===== config.mk =====
export PLATFORM = sky130hd
export DESIGN_NAME = stun_channeldata_tcp_deframer_flat
export DESIGN_NICKNAME = d
export VERILOG_FILES = /design/src/design/stcd_pkg.sv /design/src/design/stcd_intf.sv /design/src/design/stcd_queue.sv /design/src/design/stcd_front.sv /design/src/design/stun_channeldata_tcp_deframer.sv /design/src/flat_wrapper.sv
export SDC_FILE = /design/constraint.sdc
export NUM_CORES = 1
export LEC_CHECK = 0
export ABC_CLOCK_PERIOD_IN_PS = 5700
export BUFFER_PORTS_ARGS = -buffer_cell sky130_fd_sc_hd__buf_2
export CAP_MARGIN = 40
export CORE_MARGIN = 10
export CORE_UTILIZATION = 40
export DETAILED_ROUTE_END_ITERATION = 10
export SETUP_SLACK_MARGIN = 0.05
export SLEW_MARGIN = 20
export SYNTH_ARGS = -nofsm -noshare
export SYNTH_HDL_FRONTEND = slang
export SYNTH_SLANG_ARGS = --single-unit

===== constraint.sdc =====
create_clock -name i_clk -period 5.7 [get_ports i_clk]
set_clock_uncertainty 0.1 [all_clocks]
set_input_delay 0.285 -clock i_clk [delete_from_list [all_inputs] [get_ports i_clk]]
set_output_delay 0.285 -clock i_clk [all_outputs]
set_load 0.02 [all_outputs]

===== src/design/stcd_pkg.sv =====
`timescale 1ns / 1ps
// ----------------------------------------------------------------------------
// stcd_pkg
// Shared types, constants and helpers of the STUN / ChannelData TCP deframer.
// ----------------------------------------------------------------------------
package stcd_pkg;

    localparam int MAX_HEADER  = 20;
    localparam int MIN_HEADER  = 8;
    localparam int HDR_CNT_W   = $clog2(MAX_HEADER + 1);
    localparam int HDR_IDX_W   = $clog2(MAX_HEADER);

    localparam int HLEN_W      = 5;
    localparam int BODY_LEN_W  = 16;
    localparam int REM_W       = 17;
    localparam int CFG_IDX_W   = 1;
    localparam int CFG_DATA_W  = 16;

    localparam int QUEUE_DEPTH = 4;
    localparam int QUEUE_PTR_W = $clog2(QUEUE_DEPTH);
    localparam int QUEUE_CNT_W = $clog2(QUEUE_DEPTH + 1);

    localparam logic [31:0]           STUN_COOKIE  = 32'h2112A442;
    localparam logic [REM_W-1:0]      STUN_EXTRA   = 17'd12;
    localparam logic [BODY_LEN_W-1:0] CHAN_HDR     = 16'd4;
    localparam logic [REM_W-1:0]      PAD_ROUND    = 17'd3;

    localparam logic [HLEN_W-1:0]     RESET_HEADER_LENGTH = 5'd8;
    localparam logic [BODY_LEN_W-1:0] RESET_MAX_BODY      = 16'd1500;

    localparam logic [CFG_IDX_W-1:0]  CFG_HEADER_LENGTH = 1'b0;
    localparam logic [CFG_IDX_W-1:0]  CFG_MAX_BODY      = 1'b1;

    typedef enum logic [1:0] {
        PH_COLLECT,
        PH_CLASSIFY,
        PH_EMIT,
        PH_BODY
    } t_phase;

    typedef struct packed {
        logic [7:0] data_byte;
        logic       last;
        logic       frame_error;
        logic       is_stun;
    } t_result;

    typedef struct packed {
        logic    valid;
        t_result item;
    } t_push;

    typedef struct packed {
        logic [HLEN_W-1:0]     header_length;
        logic [BODY_LEN_W-1:0] max_body_length;
    } t_cfg;

    function automatic logic [HDR_CNT_W-1:0] eff_header_len(input logic [HLEN_W-1:0] hl);
        int h;
        h = int'(hl);
        if (h < MIN_HEADER) begin
            h = MIN_HEADER;
        end
        if (h > MAX_HEADER) begin
            h = MAX_HEADER;
        end
        return HDR_CNT_W'(h);
    endfunction

endpackage


===== src/design/stcd_intf.sv =====
`timescale 1ns / 1ps
// ----------------------------------------------------------------------------
// stcd interfaces
// Valid/ready channels for stream bytes, result beats and register writes.
// ----------------------------------------------------------------------------
interface stcd_byte_if;
    logic       valid;
    logic       ready;
    logic [7:0] in_byte;

    modport source (output valid, output in_byte, input ready);
    modport sink   (input valid, input in_byte, output ready);
endinterface

interface stcd_res_if;
    logic       valid;
    logic       ready;
    logic [7:0] data_byte;
    logic       last;
    logic       frame_error;
    logic       is_stun;

    modport source (output valid, output data_byte, output last, output frame_error,
                    output is_stun, input ready);
    modport sink   (input valid, input data_byte, input last, input frame_error,
                    input is_stun, output ready);
endinterface

interface stcd_cfg_if import stcd_pkg::*; ();
    logic                  valid;
    logic                  ready;
    logic [CFG_IDX_W-1:0]  index;
    logic [CFG_DATA_W-1:0] data;

    modport source (output valid, output index, output data, input ready);
    modport sink   (input valid, input index, input data, output ready);
endinterface


===== src/design/stcd_queue.sv =====
`timescale 1ns / 1ps
// ----------------------------------------------------------------------------
// stcd_queue
// Short result queue between the front end and the output channel.
// ----------------------------------------------------------------------------
module stcd_queue
    import stcd_pkg::*;
(
    input  logic              i_clk,
    input  logic              i_rst_n,
    input  t_push             i_push,
    output logic              o_full,
    stcd_res_if.source        o_res
);

    t_result                r_mem [QUEUE_DEPTH];
    logic [QUEUE_PTR_W-1:0] r_wr_ptr;
    logic [QUEUE_PTR_W-1:0] r_rd_ptr;
    logic [QUEUE_CNT_W-1:0] r_cnt;
    logic                   pop;
    logic                   push;
    t_result                head;

    assign o_full = (r_cnt == QUEUE_CNT_W'(QUEUE_DEPTH));
    assign push   = i_push.valid && !o_full;
    assign pop    = o_res.valid && o_res.ready;
    assign head   = r_mem[r_rd_ptr];

    assign o_res.valid       = (r_cnt != '0);
    assign o_res.data_byte   = head.data_byte;
    assign o_res.last        = head.last;
    assign o_res.frame_error = head.frame_error;
    assign o_res.is_stun     = head.is_stun;

    always_ff @(posedge i_clk) begin
        if (push) begin
            r_mem[r_wr_ptr] <= i_push.item;
        end
    end

    always_ff @(posedge i_clk) begin
        if (!i_rst_n) begin
            r_wr_ptr <= '0;
            r_rd_ptr <= '0;
            r_cnt    <= '0;
        end else begin
            if (push) begin
                r_wr_ptr <= r_wr_ptr + QUEUE_PTR_W'(1);
            end
            if (pop) begin
                r_rd_ptr <= r_rd_ptr + QUEUE_PTR_W'(1);
            end
            case ({push, pop})
                2'b10:   r_cnt <= r_cnt + QUEUE_CNT_W'(1);
                2'b01:   r_cnt <= r_cnt - QUEUE_CNT_W'(1);
                default: r_cnt <= r_cnt;
            endcase
        end
    end

endmodule


===== src/design/stcd_front.sv =====
`timescale 1ns / 1ps
// ----------------------------------------------------------------------------
// stcd_front
// Collects the frame header, classifies STUN or ChannelData, checks the body
// length and feeds header, body and error beats to the result queue.
// ----------------------------------------------------------------------------
module stcd_front
    import stcd_pkg::*;
(
    input  logic       i_clk,
    input  logic       i_rst_n,
    stcd_byte_if.sink  i_in,
    input  t_cfg       i_cfg,
    input  logic       i_q_full,
    output t_push      o_push
);

    t_phase                r_phase, n_phase;
    logic [HDR_CNT_W-1:0]  r_count, n_count;
    logic [HDR_CNT_W-1:0]  r_hlen,  n_hlen;
    logic                  r_kind,  n_kind;
    logic [REM_W-1:0]      r_deliver_rem, n_deliver_rem;
    logic [REM_W-1:0]      r_body_rem,    n_body_rem;
    logic [7:0]            r_hdr [MAX_HEADER];

    logic                  in_acc;
    logic [HDR_CNT_W-1:0]  eff_h;
    logic [HDR_CNT_W-1:0]  count_inc;
    logic [BODY_LEN_W-1:0] len16;
    logic [31:0]           cookie;
    logic                  stun;
    logic [REM_W-1:0]      deliver;
    logic [REM_W-1:0]      total;

    assign in_acc    = i_in.valid && i_in.ready;
    assign eff_h     = eff_header_len(i_cfg.header_length);
    assign count_inc = r_count + HDR_CNT_W'(1);
    assign len16     = {r_hdr[2], r_hdr[3]};
    assign cookie    = {r_hdr[4], r_hdr[5], r_hdr[6], r_hdr[7]};
    assign stun      = (cookie == STUN_COOKIE);

    always_comb begin
        if (stun) begin
            deliver = REM_W'(len16) + STUN_EXTRA;
            total   = deliver;
        end else begin
            deliver = REM_W'(len16 - CHAN_HDR);
            total   = (deliver + PAD_ROUND) & ~PAD_ROUND;
        end
    end

    always_comb begin
        n_phase       = r_phase;
        n_count       = r_count;
        n_hlen        = r_hlen;
        n_kind        = r_kind;
        n_deliver_rem = r_deliver_rem;
        n_body_rem    = r_body_rem;
        i_in.ready    = 1'b0;
        o_push        = '0;
        unique case (r_phase)
            PH_COLLECT: begin
                i_in.ready = 1'b1;
                if (in_acc) begin
                    n_count = count_inc;
                    if (count_inc >= eff_h) begin
                        n_phase = PH_CLASSIFY;
                        n_count = '0;
                        n_hlen  = eff_h;
                    end
                end
            end
            PH_CLASSIFY: begin
                if (!i_q_full) begin
                    n_kind = stun;
                    if (!stun && (len16 < CHAN_HDR)) begin
                        o_push.valid = 1'b1;
                        o_push.item  = '{data_byte: 8'd0, last: 1'b1,
                                         frame_error: 1'b1, is_stun: 1'b0};
                        n_phase      = PH_COLLECT;
                    end else if (total > REM_W'(i_cfg.max_body_length)) begin
                        o_push.valid = 1'b1;
                        o_push.item  = '{data_byte: 8'd0, last: 1'b1,
                                         frame_error: 1'b1, is_stun: stun};
                        n_phase      = PH_COLLECT;
                    end else begin
                        n_deliver_rem = deliver;
                        n_body_rem    = total;
                        n_phase       = PH_EMIT;
                    end
                end
            end
            PH_EMIT: begin
                if (!i_q_full) begin
                    o_push.valid = 1'b1;
                    o_push.item  = '{data_byte: r_hdr[r_count[HDR_IDX_W-1:0]],
                                     last: (r_deliver_rem == '0) && (count_inc == r_hlen),
                                     frame_error: 1'b0, is_stun: r_kind};
                    n_count = count_inc;
                    if (count_inc == r_hlen) begin
                        n_count = '0;
                        n_phase = (r_body_rem == '0) ? PH_COLLECT : PH_BODY;
                    end
                end
            end
            PH_BODY: begin
                i_in.ready = !i_q_full;
                if (in_acc) begin
                    if (r_deliver_rem != '0) begin
                        o_push.valid  = 1'b1;
                        o_push.item   = '{data_byte: i_in.in_byte,
                                          last: (r_deliver_rem == REM_W'(1)),
                                          frame_error: 1'b0, is_stun: r_kind};
                        n_deliver_rem = r_deliver_rem - REM_W'(1);
                    end
                    n_body_rem = r_body_rem - REM_W'(1);
                    if (r_body_rem == REM_W'(1)) begin
                        n_phase       = PH_COLLECT;
                        n_count       = '0;
                        n_deliver_rem = '0;
                    end
                end
            end
            default: begin
                n_phase = PH_COLLECT;
            end
        endcase
    end

    always_ff @(posedge i_clk) begin
        if (in_acc && (r_phase == PH_COLLECT) && (r_count < HDR_CNT_W'(MAX_HEADER))) begin
            r_hdr[r_count[HDR_IDX_W-1:0]] <= i_in.in_byte;
        end
    end

    always_ff @(posedge i_clk) begin
        if (!i_rst_n) begin
            r_phase       <= PH_COLLECT;
            r_count       <= '0;
            r_hlen        <= HDR_CNT_W'(MIN_HEADER);
            r_kind        <= 1'b0;
            r_deliver_rem <= '0;
            r_body_rem    <= '0;
        end else begin
            r_phase       <= n_phase;
            r_count       <= n_count;
            r_hlen        <= n_hlen;
            r_kind        <= n_kind;
            r_deliver_rem <= n_deliver_rem;
            r_body_rem    <= n_body_rem;
        end
    end

endmodule


===== src/design/stun_channeldata_tcp_deframer.sv =====
`timescale 1ns / 1ps
// ----------------------------------------------------------------------------
// stun_channeldata_tcp_deframer
// Splits a TCP byte stream into STUN messages and TURN ChannelData frames.
// ----------------------------------------------------------------------------
// Channels: i_in carries one stream byte per beat; o_res carries one result
// beat (data byte, last, frame_error, is_stun); i_cfg writes header_length
// (index 0) and max_body_length (index 1) and is always ready.
// Header bytes are taken one per cycle. Once header_length bytes (clamped to
// 8..20) are in, PH_CLASSIFY classifies the frame, then the header goes out
// one beat per cycle while the queue has space, and i_in is held off meanwhile.
// Body bytes are taken one per cycle while the queue has space and are pushed
// into the result queue, which feeds o_res; padding is taken and dropped.
// A short or oversize frame gives one error beat and the next header starts.
// A four-beat result queue parts the front end from o_res; a receiver stall
// fills it, and in the body phase i_in.ready then drops until space returns.
// Reset empties the queue, restarts header collection and restores the
// registers to header_length 8 and max_body_length 1500.
// ----------------------------------------------------------------------------
module stun_channeldata_tcp_deframer
    import stcd_pkg::*;
(
    input  logic        i_clk,
    input  logic        i_rst_n,
    stcd_byte_if.sink   i_in,
    stcd_cfg_if.sink    i_cfg,
    stcd_res_if.source  o_res
);

    logic [HLEN_W-1:0]     r_header_length;
    logic [BODY_LEN_W-1:0] r_max_body_length;
    t_cfg                  cfg;
    t_push                 push;
    logic                  q_full;

    assign i_cfg.ready = 1'b1;
    assign cfg = '{header_length: r_header_length, max_body_length: r_max_body_length};

    always_ff @(posedge i_clk) begin
        if (!i_rst_n) begin
            r_header_length   <= RESET_HEADER_LENGTH;
            r_max_body_length <= RESET_MAX_BODY;
        end else if (i_cfg.valid && i_cfg.ready) begin
            unique case (i_cfg.index)
                CFG_HEADER_LENGTH: r_header_length   <= i_cfg.data[HLEN_W-1:0];
                CFG_MAX_BODY:      r_max_body_length <= i_cfg.data;
                default:           r_max_body_length <= r_max_body_length;
            endcase
        end
    end

    stcd_front u_front (
        .i_clk    (i_clk),
        .i_rst_n  (i_rst_n),
        .i_in     (i_in),
        .i_cfg    (cfg),
        .i_q_full (q_full),
        .o_push   (push)
    );

    stcd_queue u_queue (
        .i_clk    (i_clk),
        .i_rst_n  (i_rst_n),
        .i_push   (push),
        .o_full   (q_full),
        .o_res    (o_res)
    );

`ifndef SYNTHESIS
    a_no_push_when_full : assert property (@(posedge i_clk) disable iff (!i_rst_n)
        push.valid |-> !q_full)
        else $error("result pushed into a full queue");

    a_error_beat_form : assert property (@(posedge i_clk) disable iff (!i_rst_n)
        (o_res.valid && o_res.frame_error) |-> (o_res.last && (o_res.data_byte == 8'd0)))
        else $error("error beat without last or with non-zero data");

    a_reset_empties : assert property (@(posedge i_clk)
        !i_rst_n |=> !o_res.valid)
        else $error("result queue not empty after reset");

    a_no_input_while_full : assert property (@(posedge i_clk) disable iff (!i_rst_n)
        (i_in.ready && q_full) |-> !push.valid)
        else $error("byte taken with a result but no queue space");
`endif

endmodule


===== src/flat_wrapper.sv =====
// flat-port wrapper written by rule: the top's interface ports become plain ports
module stun_channeldata_tcp_deframer_flat import stcd_pkg::*;
  (i_clk, i_rst_n, i_in_valid, i_in_in_byte, i_in_ready, i_cfg_valid, i_cfg_index, i_cfg_data, i_cfg_ready, o_res_valid, o_res_data_byte, o_res_last, o_res_frame_error, o_res_is_stun, o_res_ready);
  stcd_byte_if i_in_i ();
  stcd_cfg_if i_cfg_i ();
  stcd_res_if o_res_i ();
  input  logic i_clk;
  input  logic i_rst_n;
  input wire logic [$bits(i_in_i.valid)-1:0] i_in_valid;
  input wire logic [$bits(i_in_i.in_byte)-1:0] i_in_in_byte;
  output wire logic [$bits(i_in_i.ready)-1:0] i_in_ready;
  input wire logic [$bits(i_cfg_i.valid)-1:0] i_cfg_valid;
  input wire logic [$bits(i_cfg_i.index)-1:0] i_cfg_index;
  input wire logic [$bits(i_cfg_i.data)-1:0] i_cfg_data;
  output wire logic [$bits(i_cfg_i.ready)-1:0] i_cfg_ready;
  output wire logic [$bits(o_res_i.valid)-1:0] o_res_valid;
  output wire logic [$bits(o_res_i.data_byte)-1:0] o_res_data_byte;
  output wire logic [$bits(o_res_i.last)-1:0] o_res_last;
  output wire logic [$bits(o_res_i.frame_error)-1:0] o_res_frame_error;
  output wire logic [$bits(o_res_i.is_stun)-1:0] o_res_is_stun;
  input wire logic [$bits(o_res_i.ready)-1:0] o_res_ready;
  assign i_in_i.valid = i_in_valid;
  assign i_in_i.in_byte = i_in_in_byte;
  assign i_in_ready = i_in_i.ready;
  assign i_cfg_i.valid = i_cfg_valid;
  assign i_cfg_i.index = i_cfg_index;
  assign i_cfg_i.data = i_cfg_data;
  assign i_cfg_ready = i_cfg_i.ready;
  assign o_res_valid = o_res_i.valid;
  assign o_res_data_byte = o_res_i.data_byte;
  assign o_res_last = o_res_i.last;
  assign o_res_frame_error = o_res_i.frame_error;
  assign o_res_is_stun = o_res_i.is_stun;
  assign o_res_i.ready = o_res_ready;
  stun_channeldata_tcp_deframer u_core (.i_clk(i_clk), .i_rst_n(i_rst_n), .i_in(i_in_i), .i_cfg(i_cfg_i), .o_res(o_res_i));
endmodule

### Word-level counts from Yosys, hierarchy flattened

Memory sizes are Yosys's and may differ from the RTL's. A register that Yosys moved wholly into a read port is not among the register bits.
Cells that the tools add are included.

| operators by class | value |
|---|---|
| add/subtract/negate cells | 10 |
| shift-type cells | 0 |
| $lt $le $gt $ge | 6 |
| eq/ne operators | 20 |
| muxes and demuxes | 51 |
| $mul | 0 |
| bitwise gates (word level) | 2 |
| divide/modulo/power cells | 0 |
| reduce and logical (&&, ||, !) cells | 25 |

Operator list:

| cell | count |
|---|---|
| two-way mux 17 bit | 12 |
| two-way mux 12 bit | 6 |
| case mux 17 bit (2 select lines) | 2 |
| two-way mux 5 bit | 10 |
| case mux 12 bit (3 select lines) | 1 |
| == test 17 x 1 -> 1 bit (second input constant) | 2 |
| logical NOT 17 bit | 2 |
| subtractor 17 x 1 -> 17 bit (second input constant) | 2 |
| == test 32 x 30 -> 1 bit (second input constant) | 1 |
| > comparator 32 x 6 -> 1 bit (second input constant) | 1 |
| two-way mux 2 bit | 12 |
| inequality test 2 bit (second input constant) | 9 |
| adder 16 x 4 -> 17 bit (second input constant) | 1 |
| adder 17 x 2 -> 17 bit (second input constant) | 1 |
| > comparator 17 x 16 -> 1 bit | 1 |
| nonzero test 17 bit | 1 |
| subtractor 16 x 3 -> 17 bit (second input constant) | 1 |
| < comparator 16 x 3 -> 1 bit (second input constant) | 1 |
| case mux 5 bit (3 select lines) | 1 |
| AND reduction 5 bit | 2 |
| case mux 2 bit (4 select lines) | 1 |
| logical AND 1 bit | 7 |
| AND reduction 7 bit | 1 |
| == test 2 bit (second input constant) | 3 |
| 22 further kinds | 33 |

| word-level totals | value |
|---|---|
| bits in latches | 0 |
| bits in read-only memories | 0 |
| logic and storage cells | 127 |
| output and inout port bits | 14 |
| bits in writable memories | 204 |
| memories | 2 |
| flip-flop bits (word level) | 75 |

Memories:

| name | words | bits a word | rd ports | clocked after memory_dff | write ports | line | text |
|---|---|---|---|---|---|---|---|
| u_core.u_front.r_hdr | 20 | 8 | 7 | 1 | 1 | stcd_front.sv:24 | `logic [7:0] r_hdr [MAX_HEADER];` |
| u_core.u_queue.r_mem | 4 | 11 | 1 | 1 | 1 | stcd_queue.sv:16 | `t_result r_mem [QUEUE_DEPTH];` |

### Logic depth before layout (Yosys ltp)

Gate-level depths: netlist of the first run.
An unclocked memory read counts as a cell.

| logic depth | value |
|---|---|
| depth in word-level cells | 12 |
| gate-level depth with buffers | 25 |
| mapped depth without buffers | 23 |

### By module

From an unflattened synthesis of the first run, not the netlist that was laid out.

| second synthesis, totals | value |
|---|---|
| cell total of the unflattened synthesis | 1269 |
| area total of the unflattened synthesis | 15876.5 µm² |

By module, submodules not included:

| module | cells each | instances | area each (µm²) |
|---|---|---|---|
| stcd_front | 1063 | 1 | 12871.1 |
| stcd_queue | 109 | 1 | 2093.3 |
| stun_channeldata_tcp_deframer | 97 | 1 | 912.1 |

### Worst setup path before layout of the first run

Ideal clock, no wire load.

| timing path | value |
|---|---|
| kind | flip-flop to flip-flop |
| start point | memory u_core.u_front.r_hdr[3][2] |
| end point | register u_core.u_queue.r_cnt[2] |
| data required time | 5.530 ns |
| stages on the path, launching flop included | 25 |
| path slack | -0.255 ns |
| buffers on the path | 1 |
| data arrival time | 5.784 ns |
| period minus slack after synthesis | 5.955 ns |
| cells stage by stage | edfxtp_1 > clkbuf_1 > inv_1 > ha_1 > xor2_1 > or4b_2 > a211oi_1 > o21ai_0 > xnor2_1 > a21o_1 > ha_1 > nand4_1 > or2_2 > a31oi_1 > a2111oi_0 > a211oi_1 > o31ai_1 > a211oi_2 > inv_1 > ha_1 > inv_1 > fa_1 > xor2_1 > or3_1 > a21oi_1 |

RTL lines:

| item | line | text |
|---|---|---|
| from (decl) | stcd_front.sv:24 |  |
| to (signal assigned) | stcd_queue.sv:54 | `2'b10: r_cnt <= r_cnt + QUEUE_CNT_W'(1);` |
| to (signal assigned) | stcd_queue.sv:55 | `2'b01: r_cnt <= r_cnt - QUEUE_CNT_W'(1);` |
| to (signal assigned) | stcd_queue.sv:56 | `default: r_cnt <= r_cnt;` |
| to (decl) | stcd_queue.sv:19 | `logic [QUEUE_CNT_W-1:0] r_cnt;` |

==> results of run 1 <==
==> critical path, delay by kind of cell (launching register included) <==
family / cells / cell delay, ns
and+or+nand+nor: 7 / 1.96
buffers and inverters: 2 / 0.15
xor gates and xnor gates: 2 / 0.61
AOI/OAI and AO/OA: 7 / 1.16
DFF: 1 / 0.40
adders and majority gates: 3 / 0.87
==> per-stage QoR <==
stage	std cells	instance area [um2]	util [%]	total power [mW]
final	1863	17910	47.33	5.583
after global routing	1863	17910	47.33	5.816
after global placement	1767	16380	43.30	3.306
after floorplan	1256	15570	-	3.097
after detailed placement	1776	16480	43.55	3.320
after CTS	1857	17830	47.12	5.641
==> cells in the mapped netlist (14+ instances only) <==
cell	instances
nor3_1	26
nor2_1	91
a31oi_1	19
nand3_1	21
edfxtp_1	236
a31o_2	19
xor2_1	22
clkbuf_1	57
o21ai_0	49
nand2_1	111
xnor2_1	22
inv_1	37
ha_1	41
a211oi_1	14
dfxtp_1	82
mux2i_1	24
mux4_2	67
or3_1	16
a21oi_1	50
==> power groups by stage <==
stage | registers [mW] | clock network, mW | logic, mW
4_1_cts | 2.61 | 2.36 | 0.670
6_report | 2.61 | 2.30 | 0.672
3_5_place_dp | 2.66 | 0 | 0.658
3_3_place_gp | 2.69 | 0 | 0.617
2_1_floorplan | 2.62 | 0 | 0.474
5_1_grt | 2.62 | 2.46 | 0.738
==> layout make-up <==
| class | count | area, um2 | area share, % |
|---|---|---|---|
| Sequential cell | 318 | 8733 | 48.76 |
| Multi-Input combinational cell | 824 | 6430 | 35.90 |
| Clock buffer | 41 | 940.9 | 5.254 |
| Timing Repair Buffer | 107 | 775.7 | 4.331 |
| Tap cell | 511 | 639.4 | 3.570 |
| Clock inverter | 24 | 247.7 | 1.383 |
| Inverter | 38 | 142.6 | 0.7964 |
==> path summary, 6_finish.rpt <==
check                                                 from                                        to  slack [ns]
setup reg to reg      u_core.u_front.r_hdr[5][0]$_DFFE_PP_      u_core.u_queue.r_cnt[2]$_SDFFE_PN0P_        0.36
setup / recovery      u_core.u_front.r_hdr[5][0]$_DFFE_PP_      u_core.u_queue.r_cnt[2]$_SDFFE_PN0P_        0.36
hold / removal                             i_in_in_byte[2]      u_core.u_front.r_hdr[4][2]$_DFFE_PP_        0.15
hold reg to reg   u_core.r_max_body_length[5]$_SDFFE_PN0P_  u_core.r_max_body_length[5]$_SDFFE_PN0P_        0.36
==> metal layers <==
metal  global-route usage (%)  vias to the layer above
met4                    4.777                        0
met2                    26.87                      346
met3                    3.162                       45
met5                        0                        -
li1                         -                     4902
met1                    22.41                     5244
==> flip-flops by register name (all words and copies together) (netlist names), named ones only <==
| name | cells |
|---|---|
| u_core.u_front.r_hdr | 192 |
| u_core.u_queue.r_mem | 44 |
| u_core.u_front.r_body_rem | 17 |
| u_core.u_front.r_deliver_rem | 17 |
| u_core.r_max_body_length | 16 |
| u_core.r_header_length | 5 |
| u_core.u_front.r_count | 5 |
| u_core.u_front.r_hlen | 5 |
| u_core.u_queue.r_cnt | 3 |
| u_core.u_front.r_phase | 2 |
| u_core.u_queue.r_rd_ptr | 2 |
| u_core.u_queue.r_wr_ptr | 2 |
| u_core.u_front.r_kind | 1 |
==> kinds of logic (layout without fill, tap and decap cells) <==
group	count (synthesis)	in the layout
and+or+nand+nor	355	355
DFF	318	318
AOI/OAI and AO/OA	257	257
buffers and inverters	114	210
muxes	93	93
xor gates and xnor gates	44	44
adders and majority gates	42	42
other	2	33
==> what timing repair did <==
item | in CTS | in global routing
hold endpoints to repair | 21 | 0
resized for setup | 0 | 6
endpoints found under the setup margin | 0 | 19
hold buffers | 16 | 0
buffers inserted | 0 | 1
==> results.json, run 1 <==
{
  "fmax_ghz": 0.1874,
  "ir_drop_mv": 0.2414,
  "die-area_um2": 46860,
  "sw_frac_of_total_pct": 25.18,
  "synth_edf_count": 236,
  "min_path_type": "in2reg",
  "gp_congestion": 0.9461,
  "routed_wl_um": 39270,
  "io_pins": 44,
  "synthDistinctLibCells": 85,
  "switchingPower_mw": 1.406,
  "arrival_ns": 5.71,
  "cp_max_fo": 11,
  "synthAdderAreaFrac_pct": 3.452,
  "cp_slowest_stage_delay_ns": 0.48,
  "grt_pass1_wl_um": 61410,
  "leakagePower_nw": 6.127,
  "yosys.area.top_type": "edfxtp_1",
  "finalMaxSlewViolations": 0,
  "ys_seq_elements": 318,
  "endpoint_kind": "register",
  "fp.dieW_um": 216.5,
  "rr_worst_depth": 21,
  "critPathSlowestCell": "or2_2",
  "combPwrFrac_pct": 12.0,
  "crit_path_start_kind": "register",
  "final_common_cell": "edfxtp_1",
  "seqPwrFrac_pct": 46.8,
  "clk_latency_ns": 0.55,
  "cts_buffer_depth": 3,
  "vias_per_cell": 5.656,
  "cts_root_buffer": "clkbuf_16",
  "worst_slack_ns": 0.3626,
  "avgSynthCellArea_um2": 12.60,
  "drv_cap": 0,
  "cts_num_sinks": 318,
  "synth_top_family_by_area": "compound AO/OA/AOI/OAI gates",
  "cts_buffers": 36,
  "pre_cts_ws_ns": 0.1201,
  "synth_mux_area_share_pct": 11.47,
  "yosysWarningCount": 0,
  "most-common-layout-cells": "edfxtp_1 (236), nand2_1 (111), nor2_1 (91)",
  "cts_tree": "done",
  "yosysTopAreaCellShare_pct": 45.90,
  "clkPwrFrac_pct": 41.2,
  "clk_pin_slew_worst_paths_ns": 0.06,
  "diodes": 0,
  "ys.flop_type": "edfxtp_1",
  "wl_met3_um": 2576,
  "syn_area_um2": 15440,
  "via_count": 10540,
  "synth.yosys.seq_area_share_pct": 56.53,
  "die_y_um": 216.5,
  "grt_use_total_pct": 16.64,
  "synth-simple-area-share_pct": 11.36,
  "syn_inst": 1225,
  "final_nets": 1397,
  "layout-drive-gt1-share_pct": 20.04,
  "slew_headroom_pct": 45.57,
  "rsz0062_at_grt": "false",
  "ant_nets": 0,
  "internal_power_mw": 4.178,
  "floorplan.rows": 71,
  "hold_ws_ns": 0.1487,
  "initial_core_util_pct": 40.80,
  "holdPathStages": 1,
  "wl_met2_um": 18870,
  "fin_crit_ns": 5.337,
  "yosys.area_share.xor_xnor_pct": 2.496,
  "fillers": 3467,
  "antenna_found_initial": 0,
  "highest_layer": "met4",
  "fin_crit_sh_pct": 93.64,
  "path_class": "reg2reg",
  "grt-ovfl-total": 0,
  "synth_area_leaders": "edfxtp_1 (46%), dfxtp_1 (11%), mux4_2 (9.8%)",
  "crit_path_cell_trace": "nor4b_1 -> nand4_1 -> or2_2 -> nor3b_1 -> a21o_1 -> xor2_1 -> ha_1 -> nand4_1 -> or2_2 -> a31oi_1 -> a2111oi_2 -> a211oi_2 -> o31ai_1 -> a211oi_2 -> inv_1 -> ha_1 -> inv_1 -> fa_1 -> xor2_1 -> or3_1 -> a21oi_1",
  "first_iter_violations": 927,
  "core-area_um2": 37840,
  "synth-compound-area-share_pct": 11.72,
  "required_ns": 6.07,
  "setup_tns_ns": 0,
  "async_reset_ff_share_pct": 0,
  "p_per_area_nw_per_um2": 311.8,
  "status": "finished, final reports clean",
  "portBuffers": 42,
  "grt_max_degree": 62,
  "hold_violations": 0,
  "setup_violations": 0,
  "syn_to_final_growth_pct": 16.00,
  "dp_hpwl_um": 26820,
  "cts_max_level": 2,
  "avgRoutedWirePerCell_um": 21.08,
  "worstMarginPinSlew_ns": 0.8134,
  "route.detailed.drc": 0,
  "grt_pass1_vias": 10330,
  "dr.pass1.iters": 6,
  "m1WireLength_um": 16980
}
No activity file was read; power rests on OpenSTA's default activity.
==> run 2, diff against run 1 <==
--- a/config.mk
+++ b/config.mk
@@ -5,12 +5,13 @@
 export SDC_FILE = /design/constraint.sdc
 export NUM_CORES = 1
 export LEC_CHECK = 0
-export ABC_CLOCK_PERIOD_IN_PS = 5700
+export ABC_CLOCK_PERIOD_IN_PS = 5900
 export BUFFER_PORTS_ARGS = -buffer_cell sky130_fd_sc_hd__buf_2
 export CAP_MARGIN = 40
 export CORE_MARGIN = 10
 export CORE_UTILIZATION = 40
 export DETAILED_ROUTE_END_ITERATION = 10
+export HOLD_SLACK_MARGIN = 0.03
 export SETUP_SLACK_MARGIN = 0.05
 export SLEW_MARGIN = 20
 export SYNTH_ARGS = -nofsm -noshare
==> constraint.sdc (replaced) <==
create_clock -name i_clk -period 5.9 [get_ports i_clk]
set_clock_uncertainty 0.1 [all_clocks]
set_input_delay 0.295 -clock i_clk [delete_from_list [all_inputs] [get_ports i_clk]]
set_output_delay 0.295 -clock i_clk [all_outputs]
set_load 0.02 [all_outputs]
==> run 2 against run 1 <==
Fmax fell by 1.7%. Critical path depth up 2. Clock power shrank 3%. Clock-buffer cell count is 5 higher. Die area is the same. Non-clock buffer count is 1 lower. First-iteration DRC count down 18%. Register-to-register slack gained 0.11 ns. Largest power group unchanged.
==> results.json, run 2 (same netlist as run 1, synthesis figures left out) <==
{
  "status": "finished, final reports clean",
  "grt-ovfl-total": 0,
  "cts_tree": "done",
  "avgRoutedWirePerCell_um": 21.14,
  "setup_tns_ns": 0,
  "gp_congestion": 0.9136,
  "worst_slack_ns": 0.4713,
  "setup_violations": 0,
  "ant_nets": 0,
  "grt_pass1_vias": 10410,
  "route.detailed.drc": 0,
  "worstMarginPinSlew_ns": 0.8067,
  "fin_crit_sh_pct": 92.01,
  "clkPwrFrac_pct": 41.4,
  "final_nets": 1397,
  "clk_latency_ns": 0.54,
  "min_path_type": "in2reg",
  "cp_max_fo": 4,
  "cts_buffer_depth": 3,
  "arrival_ns": 5.80,
  "seqPwrFrac_pct": 46.8,
  "final_util_pct": 47.20,
  "leakagePower_nw": 6.102,
  "clk_pin_slew_worst_paths_ns": 0.06,
  "ir_drop_mv": 0.3161,
  "grt_pass1_wl_um": 61350,
  "hold_violations": 0,
  "reg2reg_slack_ns": 0.47,
  "endpoint_kind": "register",
  "rr_startpoint": "u_core.u_front.r_hdr[3][2]$_DFFE_PP_",
  "switchingPower_mw": 1.369,
  "antenna_found_initial": 0,
  "portBuffers": 42,
  "grt_max_degree": 63,
  "fmax_ghz": 0.1842,
  "largest_reg_flops": 192,
  "final_common_cell": "edfxtp_1",
  "cts_root_buffer": "clkbuf_16",
  "crit_path_start_kind": "register",
  "io_pins": 44,
  "layout-drive-gt1-share_pct": 19.51,
  "cts_num_sinks": 318,
  "internal_power_mw": 4.030,
  "drv_cap": 0,
  "via_count": 10410,
  "dp_hpwl_um": 26690,
  "worstHoldStart": "i_in_in_byte[0]",
  "die_y_um": 216.5,
  "cts_buffers": 37,
  "most-common-layout-cells": "edfxtp_1 (236), nand2_1 (111), nor2_1 (91)",
  "dr.pass1.iters": 5,
  "path_class": "reg2reg",
  "finalMaxSlewViolations": 0,
  "routed_wl_um": 39410,
  "floorplan.rows": 71,
  "grt_use_total_pct": 16.52,
  "die-area_um2": 46860,
  "fp.dieW_um": 216.5,
  "placed_cells": 1775,
  "hold_ws_ns": 0.1518,
  "vias_per_cell": 5.582,
  "initial_core_util_pct": 40.80,
  "first_iter_violations": 759,
  "critPathLaunch": "u_core.u_front.r_hdr[3][2]$_DFFE_PP_",
  "rsz0062_at_grt": "false",
  "syn_to_final_growth_pct": 15.70,
  "stdcell_count": 1864,
  "combPwrFrac_pct": 11.8,
  "required_ns": 6.28,
  "pre_cts_ws_ns": 0.3345,
  "p_per_area_nw_per_um2": 302.3,
  "core-area_um2": 37840,
  "slew_headroom_pct": 46.02,
  "cts_max_level": 2,
  "diodes": 0,
  "sw_frac_of_total_pct": 25.36,
  "fin_crit_ns": 5.429
}
[run 2: cell count changes in the layout (fill, tap and decap cells not counted), moves of 2 or more]
cell and change:
inv_6 -2, clkinvlp_4 +3, buf_4 -2, clkbuf_1 +3, clkinv_2 -2
[run 2: power groups by stage]
stage,logic (mW),clock network (mW),registers (mW)
2_1_floorplan,0.458,0,2.53
3_3_place_gp,0.592,0,2.59
3_5_place_dp,0.621,0,2.58
4_1_cts,0.634,2.29,2.53
5_1_grt,0.691,2.38,2.54
6_report,0.638,2.23,2.53
[run 2: stage by stage]
stage,instance area [um2],power [mW]
2_1_floorplan,15560,2.991
3_3_place_gp,16360,3.184
3_5_place_dp,16440,3.197
4_1_cts,17790,5.450
5_1_grt,17860,5.610
6_report,17860,5.399
[run 2: final cells by class]
cell class	count	area, um2
multi-input combinational	824	6399
clock buffer	46	991.0
fill	3429	19980
tap	511	639.4
inverter	38	142.6
timing repair buffer	106	759.5
clock inverter	21	198.9
sequential	318	8733
[run 2: layer usage]
| metal | track usage (%) | wire length, um |
|---|---|---|
| met1 | 21.72 | 17280 |
| met2 | 27.01 | 18810 |
| met3 | 2.632 | 2032 |
| met4 | 6.199 | 1290 |
| met5 | 0 | 0 |
[run 2: what timing repair did]
action	in CTS	in global routing
setup endpoints to repair	0	1
hold buffers	16	0
resized for setup	0	3
buffers inserted	0	1
hold endpoints to repair	21	0
[run 2: critical path, cell delays in order, from the launching register on]
cell       delay (ns)
edfxtp_1         0.39
inv_1            0.09
ha_1             0.19
xor2_1           0.18
or4b_2           0.67
a211oi_1         0.24
buf_4            0.16
o2111ai_1        0.12
mux2i_1          0.23
nor2b_1          0.18
xor2_1           0.09
ha_1             0.22
a211o_1          0.29
a2111oi_1        0.41
a211oi_2         0.15
o31ai_1          0.26
a211oi_2         0.12
inv_1            0.09
ha_1             0.17
inv_1            0.06
fa_1             0.37
xor2_1           0.15
or3_1            0.30
a21oi_1          0.13
[run 2: final timing paths]
kind	cells after the start	endpoint
max	23	u_core.u_queue.r_cnt[2]$_SDFFE_PN0P_
min	1	u_core.u_front.r_hdr[21][0]$_DFFE_PP_
max reg2reg	23	u_core.u_queue.r_cnt[2]$_SDFFE_PN0P_
min reg2reg	2	u_core.r_max_body_length[13]$_SDFFE_PN0P_
